## src/hdl/dtcf_pkg.sv

```systemverilog
`timescale 1ns / 1ps

package dtcf_pkg;

    // command codes
    localparam logic [2:0] CMD_CLEAR = 3'd0;
    localparam logic [2:0] CMD_GLYPH = 3'd1;
    localparam logic [2:0] CMD_FG_BG = 3'd2;
    localparam logic [2:0] CMD_FG    = 3'd3;
    localparam logic [2:0] CMD_BG    = 3'd4;
    localparam logic [2:0] CMD_ALL   = 3'd5;
    localparam logic [2:0] CMD_READ  = 3'd6;

    // result status codes
    localparam logic [1:0] ST_WRITTEN  = 2'd0;
    localparam logic [1:0] ST_REJECTED = 2'd1;
    localparam logic [1:0] ST_RANGE    = 2'd2;
    localparam logic [1:0] ST_DONE     = 2'd3;

    // register indexes
    localparam logic [2:0] REG_COLS     = 3'd0;
    localparam logic [2:0] REG_ROWS     = 3'd1;
    localparam logic [2:0] REG_BLANK_G  = 3'd2;
    localparam logic [2:0] REG_BLANK_FG = 3'd3;
    localparam logic [2:0] REG_BLANK_BG = 3'd4;

    // register reset values
    localparam logic [7:0] COLS_RST     = 8'd80;
    localparam logic [5:0] ROWS_RST     = 6'd23;
    localparam logic [7:0] BLANK_G_RST  = 8'd32;
    localparam logic [7:0] BLANK_FG_RST = 8'd15;
    localparam logic [7:0] BLANK_BG_RST = 8'd0;

    localparam int QUEUE_DEPTH = 2;
    localparam int QUEUE_AW    = 1;

    typedef enum logic [1:0] {
        OP_CLEAR,
        OP_READ,
        OP_WRITE,
        OP_DROP
    } op_kind_t;

    typedef struct packed {
        op_kind_t    kind;
        logic        in_range;
        logic        set_glyph;
        logic        set_fg;
        logic        set_bg;
        logic [7:0]  col;
        logic [7:0]  row;
        logic [31:0] depth;
        logic [7:0]  glyph;
        logic [7:0]  fg;
        logic [7:0]  bg;
        logic        use_depth;
        logic        depth_write;
    } queue_item_t;

    typedef struct packed {
        logic [7:0] glyph;
        logic [7:0] fg;
        logic [7:0] bg;
    } blank_t;

    typedef struct packed {
        logic init_busy;
    } back_status_t;

endpackage

```

## src/hdl/dtcf_queue.sv

```systemverilog
`timescale 1ns / 1ps

module dtcf_queue import dtcf_pkg::*; (
    input  logic        aclk,
    input  logic        aresetn,
    input  logic        push,
    input  queue_item_t push_item,
    output logic        full,
    input  logic        pop,
    output queue_item_t head,
    output logic        empty
);

    queue_item_t               slot_reg [QUEUE_DEPTH];
    logic [QUEUE_AW-1:0]       wr_ptr_reg;
    logic [QUEUE_AW-1:0]       rd_ptr_reg;
    logic [QUEUE_AW:0]         count_reg;
    logic [QUEUE_AW:0]         count_next;

    assign full  = (count_reg == (QUEUE_AW + 1)'(QUEUE_DEPTH));
    assign empty = (count_reg == '0);
    assign head  = slot_reg[rd_ptr_reg];

    always_comb begin
        count_next = count_reg;
        if (push && !pop) begin
            count_next = count_reg + 1'b1;
        end else if (pop && !push) begin
            count_next = count_reg - 1'b1;
        end
    end

    always_ff @(posedge aclk) begin
        if (!aresetn) begin
            wr_ptr_reg <= '0;
            rd_ptr_reg <= '0;
            count_reg  <= '0;
        end else begin
            if (push) begin
                wr_ptr_reg <= wr_ptr_reg + 1'b1;
            end
            if (pop) begin
                rd_ptr_reg <= rd_ptr_reg + 1'b1;
            end
            count_reg <= count_next;
        end
    end

    always_ff @(posedge aclk) begin
        if (push) begin
            slot_reg[wr_ptr_reg] <= push_item;
        end
    end

endmodule

```

## config.mk

```make
export PLATFORM = sky130hd
export DESIGN_NAME = dtcf_queue
export DESIGN_NICKNAME = d
export VERILOG_FILES = /design/src/hdl/dtcf_pkg.sv /design/src/hdl/dtcf_queue.sv
export SDC_FILE = /design/constraint.sdc
export NUM_CORES = 1
export LEC_CHECK = 0
export BUFFER_PORTS_ARGS = -buffer_cell sky130_fd_sc_hd__buf_2
export CORE_MARGIN = 10
export CORE_UTILIZATION = 36
export CTS_CLUSTER_DIAMETER = 120
export DETAILED_ROUTE_END_ITERATION = 8
export HOLD_SLACK_MARGIN = 0.06
export PLACE_DENSITY_LB_ADDON = 0.2
export SLEW_MARGIN = 20
export SYNTH_ARGS = -nofsm -noshare
export SYNTH_HDL_FRONTEND = slang
export SYNTH_SLANG_ARGS = --single-unit
```

## constraint.sdc

```tcl
create_clock -name aclk -period 6.65 [get_ports aclk]
set_input_delay 1.33 -clock aclk [delete_from_list [all_inputs] [get_ports aclk]]
set_output_delay 1.33 -clock aclk [all_outputs]
set_load 0.005 [all_outputs]
```

==> results.md <==
* Status: finished, final reports clean
* Worst path max stage delay at 620 ps
* Clk_skew at 4.41 ps
* Crit path max-delay family: flip-flops
* Fin Hold WS at 509 ps
* Slew of the pin with the lowest slew margin at 826 ps
* LEAKAGE at 2.87 nW
* Die width at 149 um
* # fillers at 1,494
* Gr ovfl total at 0
* Syn_area_per_cell at 22.2 sq um
* Post-route ant nets at 0
* Data required, critical path at 5320 ps
* Number of flip-flops in the largest register at 160
* Post-Layout Cell Count at 683
* CP Capture Type: output port
* Core area at 0.0165 sq mm
* Fin crit share at 49.0%
* Asr flop ratio synth at 0%
* Reg-to-reg slack, setup at 4730 ps
* WP buf/inv at 2
* Worst R2R Path Depth at 2
* Dpl hpwl at 8.19 mm
* Drt drc at 0
* Die Area at 0.0223 sq mm
* Via count at 3,035
* Sequential area share after synthesis at 81.5%
* CP Class: reg -> out
* Peak VDD IR at 177 uV
* Setup bufs post-CTS at 0
* Cell variety after synth at 17
* Power per cell area at 316 mW/mm^2
* TNS Setup at 0 ps
* Unrepaired setup endpoints after global routing: no
* Slew Limit Fails at 0
* CP Max Fanout at 52
* Synth top area share at 79.8%
* Post-synthesis register bit count at 165
* Mapped Cells at 271
* Routed wire length at 12.4 mm
* Top FF cell, synth: edfxtp_1
* Final min period at 3260 ps
* First-pass GRT wire length at 18.6 mm
* CTS root buffer: clkbuf_16
* Critical path's slowest cell: dfxtp_4
* DRT iter0 DRCs at 117
* # resized after CTS at 0
* Initial Utilization at 36.6%
* Dominant cells by area after synthesis: edfxtp_1, mux2_2, dfxtp_1
* Initial antenna violation count at 1
* Fmax at 0.307 GHz
* P&R area growth vs syn at 28.0%
* # setup viols final at 0
* Post-synth top cells: edfxtp_1, mux2_2, buf_6
* Number of global-route vias before repair at 3,465
* Synth area leader: edfxtp_1
* CTS tree: built
* Cts bufs inserted at 17
* Critical path, cell by cell: buf_16 > mux2_2 > buf_2
* Final hold vios at 0
* Pre-Repair DR Iteration Count at 6
* YS warnings at 0
* Layout cells sized above 1 at 61.0%
* Row count at 47
* RePlAce Congestion at 0.668
* Number of flops mapped to enable cells by yosys at 160
* Max-slew headroom at 44.9%
* Arr. time, crit path at 1930 ps
* Port Buffer Count at 165
* Dpl cells at 650
* Boundary pin count at 166
* Maxcap violations at 0
* Total power at 0.00244 W
* Die Y at 149 um
* Syn nets at 356
* Worst hold path cell count at 2
* Synthesized cell area at 0.00602 sq mm
* Number of H-tree levels at 4
* # clock sinks at 165
* Clk_lat worst skew at 410 ps
* Routed WL per cell at 18.1 um
* Clock Path Buffers at 2
* All-layer global routing usage at 11.1%
* Startpoint Class: register
* Worst Hold Class: reg -> reg
* Clock transition at path regs at 60 ps
* Via density at 4.44
* Cts hold-fix bufs at 0
* Top-count cell post-synth: edfxtp_1
* Pin count of the biggest net entering global routing at 81
* Final nets at 535
* Critical Path Stages at 3
kinds of logic after synthesis:
family / after synthesis / synth area share (%)
AO/OA/AOI/OAI: 3 / 0.333
XOR/XNOR: 3 / 0.437
adder cells (fa/ha/maj): 1 / 0.208
buffers and inverters: 10 / 1.64
flip-flops: 165 / 81.5
multiplexers: 80 / 15.0
AND/OR/NAND/NOR: 9 / 0.935
worst reg2reg max path, delay by kind of cell, from the launching register on:
family | cells | cell delay [ps]
buffers and inverters | 1 | 700
flip-flops | 1 | 390
AND/OR/NAND/NOR | 1 | 380
per-layer routing:
| metal | vias up | track usage, % | share of wire [%] |
|---|---|---|---|
| li1 | 1429 | - | - |
| met4 | 2 | 5.30 | 1.5 |
| met2 | 92 | 19.2 | 53 |
| met5 | - | 0 | 0.10 |
| met3 | 15 | 4.58 | 7.4 |
| met1 | 1497 | 11.6 | 38 |
area by class of cell:
type	count	area [sq um]	area share (%)
clock buffers	19	433	5.62
repair buffers	169	876	11.4
flip-flops and latches	165	4910	63.7
multi-input cells	96	1030	13.3
clock inverters	12	181	2.35
diodes	1	2.50	0.0325
well taps	220	275	3.57
inverters	1	3.75	0.0487
final timing paths:
kind | startpoint | end
min reg2reg | count_reg[1] | count_reg[1]
min | count_reg[1] | count_reg[1]
max reg2reg | wr_ptr_reg | slot_reg[1][18]
max | register | head[62]
where the power goes:
group	leakage, nW	internal, W	switching (W)
registers	1.54	0.00120	0.0000198
logic	1.04	0.000111	0.0000973
clock network	0.285	0.000627	0.000380
total	2.87	0.00194	0.000497
layout by cell type, fill, tap and decap left out:
cell,count
buf_2,165
edfxtp_1,160
mux2_2,80
clkbuf_16,17
clkinvlp_4,4
bufinv_16,4
dfxtp_1,4
and2_1,3
clkinv_4,3
buf_4,3
xor2_1,2
clkbuf_1,2
diode_2,1
inv_1,1
nor2_1,1
and2b_2,1
and2_4,1
nor2b_4,1
xnor2_1,1
nor2b_1,1
o21a_1,1
o21ai_0,1
or3_1,1
a21boi_1,1
ha_1,1
dfxtp_4,1
clkinv_2,1
buf_16,1
stage by stage:
step / instance area, sq um / utilization [%] / setup slack [ps]
floorplan: 6020 / - / 1260
global placement: 7060 / 42.9 / 3590
detailed placement: 7060 / 42.9 / 3570
CTS: 7680 / 46.6 / 3130
global route: 7700 / 46.8 / 3280
finish: 7710 / 46.8 / 3390
Power figures use the tool's default switching activity.
