<file path="config.mk">
export PLATFORM = sky130hd
export DESIGN_NAME = dtcf_front
export DESIGN_NICKNAME = d
export VERILOG_FILES = /design/src/hdl/dtcf_pkg.sv /design/src/hdl/dtcf_front.sv
export SDC_FILE = /design/constraint.sdc
export NUM_CORES = 1
export LEC_CHECK = 0
export BUFFER_PORTS_ARGS = -buffer_cell sky130_fd_sc_hd__buf_4
export CAP_MARGIN = 15
export CORE_MARGIN = 5
export CORE_UTILIZATION = 25
export DETAILED_ROUTE_END_ITERATION = 8
export GPL_ROUTABILITY_DRIVEN = 0
export PLACE_DENSITY_LB_ADDON = 0.15
export REMOVE_ABC_BUFFERS = 1
export SETUP_SLACK_MARGIN = 0.02
export SLEW_MARGIN = 5
export SYNTH_ARGS = -nofsm -noshare
export SYNTH_HDL_FRONTEND = slang
export SYNTH_SLANG_ARGS = --single-unit
export TNS_END_PERCENT = 100
</file>
<file path="constraint.sdc">
create_clock -name vclk -period 1.4
set_input_delay 0.07 -clock vclk [all_inputs]
set_output_delay 0.07 -clock vclk [all_outputs]
set_load 0.05 [all_outputs]
</file>
<file path="src/hdl/dtcf_pkg.sv">
`timescale 1ns / 1ps

package dtcf_pkg;

    // command codes
    localparam logic [2:0] CMD_CLEAR = 3'd0;
    localparam logic [2:0] CMD_GLYPH = 3'd1;
    localparam logic [2:0] CMD_FG_BG = 3'd2;
    localparam logic [2:0] CMD_FG    = 3'd3;
    localparam logic [2:0] CMD_BG    = 3'd4;
    localparam logic [2:0] CMD_ALL   = 3'd5;
    localparam logic [2:0] CMD_READ  = 3'd6;

    // result status codes
    localparam logic [1:0] ST_WRITTEN  = 2'd0;
    localparam logic [1:0] ST_REJECTED = 2'd1;
    localparam logic [1:0] ST_RANGE    = 2'd2;
    localparam logic [1:0] ST_DONE     = 2'd3;

    // register indexes
    localparam logic [2:0] REG_COLS     = 3'd0;
    localparam logic [2:0] REG_ROWS     = 3'd1;
    localparam logic [2:0] REG_BLANK_G  = 3'd2;
    localparam logic [2:0] REG_BLANK_FG = 3'd3;
    localparam logic [2:0] REG_BLANK_BG = 3'd4;

    // register reset values
    localparam logic [7:0] COLS_RST     = 8'd80;
    localparam logic [5:0] ROWS_RST     = 6'd23;
    localparam logic [7:0] BLANK_G_RST  = 8'd32;
    localparam logic [7:0] BLANK_FG_RST = 8'd15;
    localparam logic [7:0] BLANK_BG_RST = 8'd0;

    localparam int QUEUE_DEPTH = 2;
    localparam int QUEUE_AW    = 1;

    typedef enum logic [1:0] {
        OP_CLEAR,
        OP_READ,
        OP_WRITE,
        OP_DROP
    } op_kind_t;

    typedef struct packed {
        op_kind_t    kind;
        logic        in_range;
        logic        set_glyph;
        logic        set_fg;
        logic        set_bg;
        logic [7:0]  col;
        logic [7:0]  row;
        logic [31:0] depth;
        logic [7:0]  glyph;
        logic [7:0]  fg;
        logic [7:0]  bg;
        logic        use_depth;
        logic        depth_write;
    } queue_item_t;

    typedef struct packed {
        logic [7:0] glyph;
        logic [7:0] fg;
        logic [7:0] bg;
    } blank_t;

    typedef struct packed {
        logic init_busy;
    } back_status_t;

endpackage

</file>
<file path="src/hdl/dtcf_front.sv">
`timescale 1ns / 1ps

module dtcf_front import dtcf_pkg::*; #(
    parameter int MAX_COLS = 128,
    parameter int MAX_ROWS = 32
) (
    input  logic         s_tvalid,
    output logic         s_tready,
    input  logic [79:0]  s_tdata,
    input  logic [7:0]   cols_in_use,
    input  logic [5:0]   rows_in_use,
    input  back_status_t back_status,
    input  logic         q_full,
    output logic         q_push,
    output queue_item_t  q_item
);

    logic [2:0] command;
    logic [7:0] col;
    logic [7:0] row;
    logic       in_range;

    assign command = s_tdata[2:0];
    assign col     = s_tdata[10:3];
    assign row     = s_tdata[18:11];

    assign in_range = (col < cols_in_use) && (row < {2'b00, rows_in_use})
                      && ({1'b0, col} < 9'(MAX_COLS)) && ({1'b0, row} < 9'(MAX_ROWS));

    assign s_tready = !q_full && !back_status.init_busy;
    assign q_push   = s_tvalid && s_tready;

    always_comb begin
        q_item             = '0;
        q_item.in_range    = in_range;
        q_item.col         = col;
        q_item.row         = row;
        q_item.depth       = s_tdata[50:19];
        q_item.glyph       = s_tdata[58:51];
        q_item.fg          = s_tdata[66:59];
        q_item.bg          = s_tdata[74:67];
        q_item.use_depth   = s_tdata[75];
        q_item.depth_write = s_tdata[76];
        q_item.set_glyph   = 1'b0;
        q_item.set_fg      = 1'b0;
        q_item.set_bg      = 1'b0;
        case (command)
            CMD_GLYPH: q_item.set_glyph = 1'b1;
            CMD_FG_BG: begin
                q_item.set_fg = 1'b1;
                q_item.set_bg = 1'b1;
            end
            CMD_FG:    q_item.set_fg = 1'b1;
            CMD_BG:    q_item.set_bg = 1'b1;
            CMD_ALL: begin
                q_item.set_glyph = 1'b1;
                q_item.set_fg    = 1'b1;
                q_item.set_bg    = 1'b1;
            end
            default: ;
        endcase
        // the unused code behaves as a read
        if (command == CMD_CLEAR) begin
            q_item.kind = OP_CLEAR;
        end else if (command inside {[CMD_GLYPH:CMD_ALL]}) begin
            q_item.kind = in_range ? OP_WRITE : OP_DROP;
        end else begin
            q_item.kind = in_range ? OP_READ : OP_DROP;
        end
    end

endmodule

</file>
==> impl_metrics.yaml, run 1 <==
setup_path:
  critical_path.slowest_cell: "o32a_2"
  worstPathCellList: "buf_6 -> ha_4 -> a211o_1 -> a31oi_1 -> o32a_2 -> nor3b_4 -> a221oi_2 -> buf_6"
  cpMostUsedCell: "buf_6"
  critPathKind: "input port to primary output"
  endpoint_kind: "primary output"
  cp-start-kind: "input port"
  crit_required_ns: 1.33
  cp_max_fo: 3
  cpPeakStageDelay_ns: 0.38
  crit_arrival_ns: 1.60
die:
  core_sq_um: 3689
  start_util_pct: 26.05
  io_pins: 179
  die_area_sq_um: 5183
  die_h_microns: 72.00
  row_count: 22
  chipWidth_microns: 72.00
finish:
  nFlopsAndLatches: 0
  fin_util_pct: 29.14
  final_nets: 234
  antenna_cells: 0
  syn_to_final_growth_pct: 11.85
  ff_latch_area_sq_um: 0
  drive_above_1_share_pct: 68.29
  clock_buffers: 0
  layout.cells.non_filler: 171
yosys:
  ys.warnings.count: 0
  synth_simple_gate_area_share_pct: 11.07
  ys_seq_area_share_pct: 0
  synth_common_cells: "75 x buf_4, 13 x inv_1, 12 x ha_1"
  yosysTopAreaCellShare_pct: 58.59
  synth_top_cells_by_area: "buf_4 59%, ha_1 16%, inv_1 5.1%, a31oi_1 2.0%, nor2_1 2.0%"
  synth_top_family_by_area: "buffers and inverters"
  synth_compound_area_share_pct: 8.464
  yosysUniqueCellTypes: 20
  synth_cells: 130
  synth-xor-area-share_pct: 0
  synth.most_common_cell: "buf_4"
  yosysTopAreaCell: "buf_4"
  synth_area_per_cell_sq_um: 7.392
  synth-adder-area-share_pct: 15.63
  muxShareOfSynthArea_pct: 1.172
  syn_area_sq_um: 960.9
power_and_ir_drop:
  power_density_nw_per_um2: 389.4
  p_leak_uw: 0.0005557
  p_total_uw: 418.6
  peakVddDrop_uv: 120.6
timing:
  max_freq_ghz: 0.5977
  whs_ns: 0.1403
  tightest_slew_ns: 0.2991
  max_slew_margin_pct: 79.91
  fin_ws_ns: -0.2731
  rsz0062_at_grt: "yes"
  period_needed_ns: 1.673
  fin_crit_sh_pct: 119.5
  hold_viol_final: 0
  setup_violations: 3
  final_max_slew_viol_count: 0
worst_hold_path:
  hold_end: "q_item[50]"
  min-delay-start: "s_tdata[43]"
  hold-path-cell-count: 0
  hold_path.class: "input port to primary output"
place:
  place_hpwl_microns: 6300
  numPortBuffers: 60
  numPlacedInstances: 170
  pre_cts_ws_ns: -0.3697
drt:
  drtIter0Drc: 17
  post_drt_wl_per_cell_microns: 38.45
  wl_microns: 6575
  viasPerCell: 4.649
  remaining_drc_errors: 0
  vias: 795
  firstDrtPassIters: 4
  drtAntennaViolNets: 0
run_status:
  status: "finished, violations left"
  violations: "negative setup slack"
global_route:
  grt_pass1_wl_microns: 8059
  grt_util_all_layers_pct: 23.86
  grt_max_degree: 8
  antenna_found_initial: 0
  grt_remaining_overflow: 0
  grt_pass1_vias: 813
run:
  maxCapViolCount: 0
clock_network:
  ctsHoldBuffers: 0
## repair_timing
action / 4_1_cts / 5_1_grt
endpoints found under the setup margin: 3 / 3
gates cloned: 0 / 0
resized for setup: 19 / 1
setup buffers: 1 / 0
pin swaps: 10 / 0
## critical path, delay by kind of cell
family / cells / cell delay, ns
compound gates: 4 / 0.80
fa+ha+maj: 1 / 0.26
buf+inv: 2 / 0.29
simple gates: 1 / 0.17
## layout by cell type (no fill, tap or decap)
cell / netlist / routed
inv_1: 13 / 8
o21ai_0: 1 / 1
nor3b_4: 1 / 1
a221oi_2: 1 / 1
buf_4: 75 / 61
ha_4: 0 / 6
mux2_2: 1 / 1
and2_1: 1 / 1
inv_2: 0 / 4
ha_2: 0 / 1
nor2_1: 5 / 5
nor2b_1: 1 / 1
o32a_2: 1 / 1
nor3_1: 2 / 2
nand2b_1: 2 / 2
ha_1: 12 / 5
a21oi_1: 1 / 1
nor4_1: 1 / 1
a31oi_1: 3 / 3
o2111ai_1: 1 / 1
buf_6: 0 / 7
inv_4: 0 / 1
nand2_1: 4 / 4
nand4_1: 2 / 2
a211o_1: 2 / 2
## metrics by stage
step	TNS, ns	area, sq um
after floorplan	-1.430	397.9
after global placement	-0.9502	960.9
after detailed placement	-0.9828	960.9
after CTS	-0.6622	1072
after global routing	-0.9268	1075
final	-0.6280	1075
## worst max path at each step
stage / cells after the start / startpoint / endpoint
3_3_place_gp: 7 / s_tdata[10] / q_item[78]
6_report: 8 / s_tdata[5] / q_item[78]
2_1_floorplan: 7 / cols_in_use[2] / q_item[79]
4_1_cts: 8 / s_tdata[5] / q_item[78]
5_1_grt: 8 / cols_in_use[6] / q_item[78]
3_5_place_dp: 7 / s_tdata[10] / q_item[78]
## power breakdown
group / switching, uW / internal [uW]
sequential: 0 / 0
clock: 0 / 0
combinational: 231 / 188
## logic make-up after synthesis
family,after synthesis
buffers and inverters,88
AND/OR/NAND/NOR,19
adder cells (fa/ha/maj),12
AO/OA/AOI/OAI,10
multiplexers,1
## layer usage
layer	vias to the layer above	share of wire [%]	global-route usage (%)
li1	332	-	-
met1	322	11	7.984
met2	137	54	46.33
met3	2	33	36.84
met4	2	1.0	1.879
met5	-	0.87	8.081
## layout make-up
type,instances,area (sq um)
fill,416,2614
inverter,13,51.30
multi-input combinational,42,426.7
tap,48,60.06
timing repair buffer,68,536.8
(Power assumes the default switching activity.)
==> inputs of run 2 (changes only) <==
- ABC_AREA: default -> 1
- CORE_UTILIZATION: 25 -> 26
==> run 2 against run 1 <==
  * The run now ends clean
  * Maximum frequency grew 30%
  * Final cell count grew 13%
  * Combinational power shrank 3%
  * Critical path type unchanged
  * Largest cell class unchanged
  * Largest power group unchanged
==> impl_metrics.yaml, run 2 <==
worst_hold_path:
  hold_path.class: "input port to primary output"
  min-delay-start: "s_tdata[55]"
place:
  numPlacedInstances: 192
  place_area_sq_um: 974.7
  place_hpwl_microns: 6204
  numPortBuffers: 60
timing:
  rsz0062_at_grt: "no"
  tightest_slew_ns: 0.1748
  period_needed_ns: 1.288
  fin_crit_sh_pct: 92.00
  max_slew_margin_pct: 88.26
  final_max_slew_viol_count: 0
  setup_violations: 0
  tns_ns: 0
  hold_viol_final: 0
  max_freq_ghz: 0.7764
yosys:
  synth.most_common_cell: "buf_4"
  yosysTopAreaCellShare_pct: 54.81
  synth_area_per_cell_sq_um: 6.461
  synth_cells: 159
  yosysTopAreaCell: "buf_4"
  ys.warnings.count: 0
  yosysUniqueCellTypes: 14
  synth_common_cells: "75 x buf_4, 25 x nand2_1, 24 x inv_1"
  ys_seq_area_share_pct: 0
  syn_area_sq_um: 1027
  synth_top_cells_by_area: "buf_4 55%, ha_1 15%, nand2_1 9.1%, inv_1 8.8%, nor2_1 2.9%"
global_route:
  grt_use_met3_pct: 38.71
  use_met1_pct: 7.218
  grt_pass1_wl_microns: 7638
  grt.busiest_layer: "met2"
  antenna_found_initial: 0
  grt_util_all_layers_pct: 22.49
  grt_remaining_overflow: 0
  grt_pass1_vias: 738
  grt_max_degree: 5
  met2_usage_pct: 41.08
finish:
  fill_cells: 469
  mostFrequentLayoutCells: "59 x buf_4, 24 x nand2_1, 21 x inv_1, 9 x ha_1, 8 x nor2_1"
  syn_to_final_growth_pct: 0.2439
  antenna_cells: 0
  clock_buffers: 0
  drive_above_1_share_pct: 53.10
  nFlopsAndLatches: 0
  final_nets: 256
  design_area_sq_um: 1030
  ff_latch_area_sq_um: 0
  layout_commonest_cell: "buf_4"
  layout.cells.non_filler: 193
setup_path:
  cp-start-kind: "input port"
  endpoint_kind: "primary output"
  crit_required_ns: 1.33
  cp_max_fo: 3
  critPathLaunch: "s_tdata[10]"
  crit_arrival_ns: 1.22
  critPathKind: "input port to primary output"
power_and_ir_drop:
  power_density_nw_per_um2: 395.2
  seq_power_share_pct: 0
  p_int_uw: 167.8
  peakVddDrop_uv: 168.0
  netSwitchingPower_uw: 239.2
  p_leak_uw: 0.0006252
  p_comb_share_pct: 100.0
  p_total_uw: 407.0
  switching_share_pct: 58.78
  clkPwrFrac_pct: 0
drt:
  remaining_drc_errors: 0
  wl_microns: 6482
  drtAntennaViolNets: 0
  viasPerCell: 4.171
  firstDrtPassIters: 4
  drtIter0Drc: 14
  post_drt_wl_per_cell_microns: 33.59
  vias: 805
die:
  die_area_sq_um: 5308
  chipWidth_microns: 72.86
  io_pins: 179
  start_util_pct: 27.44
  core_sq_um: 3744
  die_h_microns: 72.86
  row_count: 22
run:
  maxCapViolCount: 0
clock_network:
  ctsHoldBuffers: 0
run_status:
  status: "complete, no violations"
==> run 2: cell count changes after synthesis, sizes merged, moves of 2 or more <==
cell    delta
nand2     +23
inv       +12
nor2       +7
a31oi      -3
a211o      -2
a21oi      +2
nand2b     -2
nand3      +2
nand4      -2
nor3       -2
==> run 2: layout make-up <==
cell class	count	area (sq um)	area share (%)
repair buffers	61	465.4	45.20
multi-input cells	59	410.4	39.85
inverters	25	93.84	9.113
well taps	48	60.06	5.832
==> run 2: what timing repair did <==
action,4_1_cts,5_1_grt
cloned,0,0
buffers inserted,0,1
pin swaps,0,5
resized for setup,1,8
setup endpoints to repair,1,3
==> run 2: worst paths after layout <==
kind | to | slack (ns) | cells past startpoint
max | q_item[78] | 0.11 | 11
min | q_item[22] | 0.14 | 0
==> run 2: kinds of logic after synthesis <==
group / share of synthesized area [%]
adder cells (fa/ha/maj): 14.62
AND/OR/NAND/NOR: 19.12
AO/OA/AOI/OAI: 1.461
XOR/XNOR: 0.8528
buffers and inverters: 63.95
==> run 2: worst max-delay path, stage by stage <==
cell     delay [ns]
buf_4          0.13
ha_4           0.24
nand2_2        0.08
nor2_1         0.05
nor2_2         0.09
nand2_1        0.06
nor2_2         0.11
nand3_2        0.09
nand2_2        0.09
nand2_1        0.06
buf_6          0.15
==> run 2: per-layer routing <==
metal	wire [microns]	up-vias
li1	-	370
met1	728	290
met2	3224	137
met3	2354	6
met4	125	2
met5	49	-
==> run 2: power groups by stage <==
stage          Sequential (uW)  Combinational [uW]  Clock [uW]
2_1_floorplan                0                 136           0
3_3_place_gp                 0                 386           0
3_5_place_dp                 0                 389           0
4_1_cts                      0                 391           0
5_1_grt                      0                 441           0
6_report                     0                 407           0
==> run 2: through the flow <==
step / setup slack [ns] / hold slack (ns) / util (%)
2_1_floorplan: 0.1020 / 0.1400 / -
3_3_place_gp: 0.03724 / 0.1408 / 26.04
3_5_place_dp: 0.01920 / 0.1408 / 26.04
4_1_cts: 0.02027 / 0.1408 / 26.14
5_1_grt: 0.01802 / 0.1402 / 27.51
6_report: 0.1119 / 0.1403 / 27.51
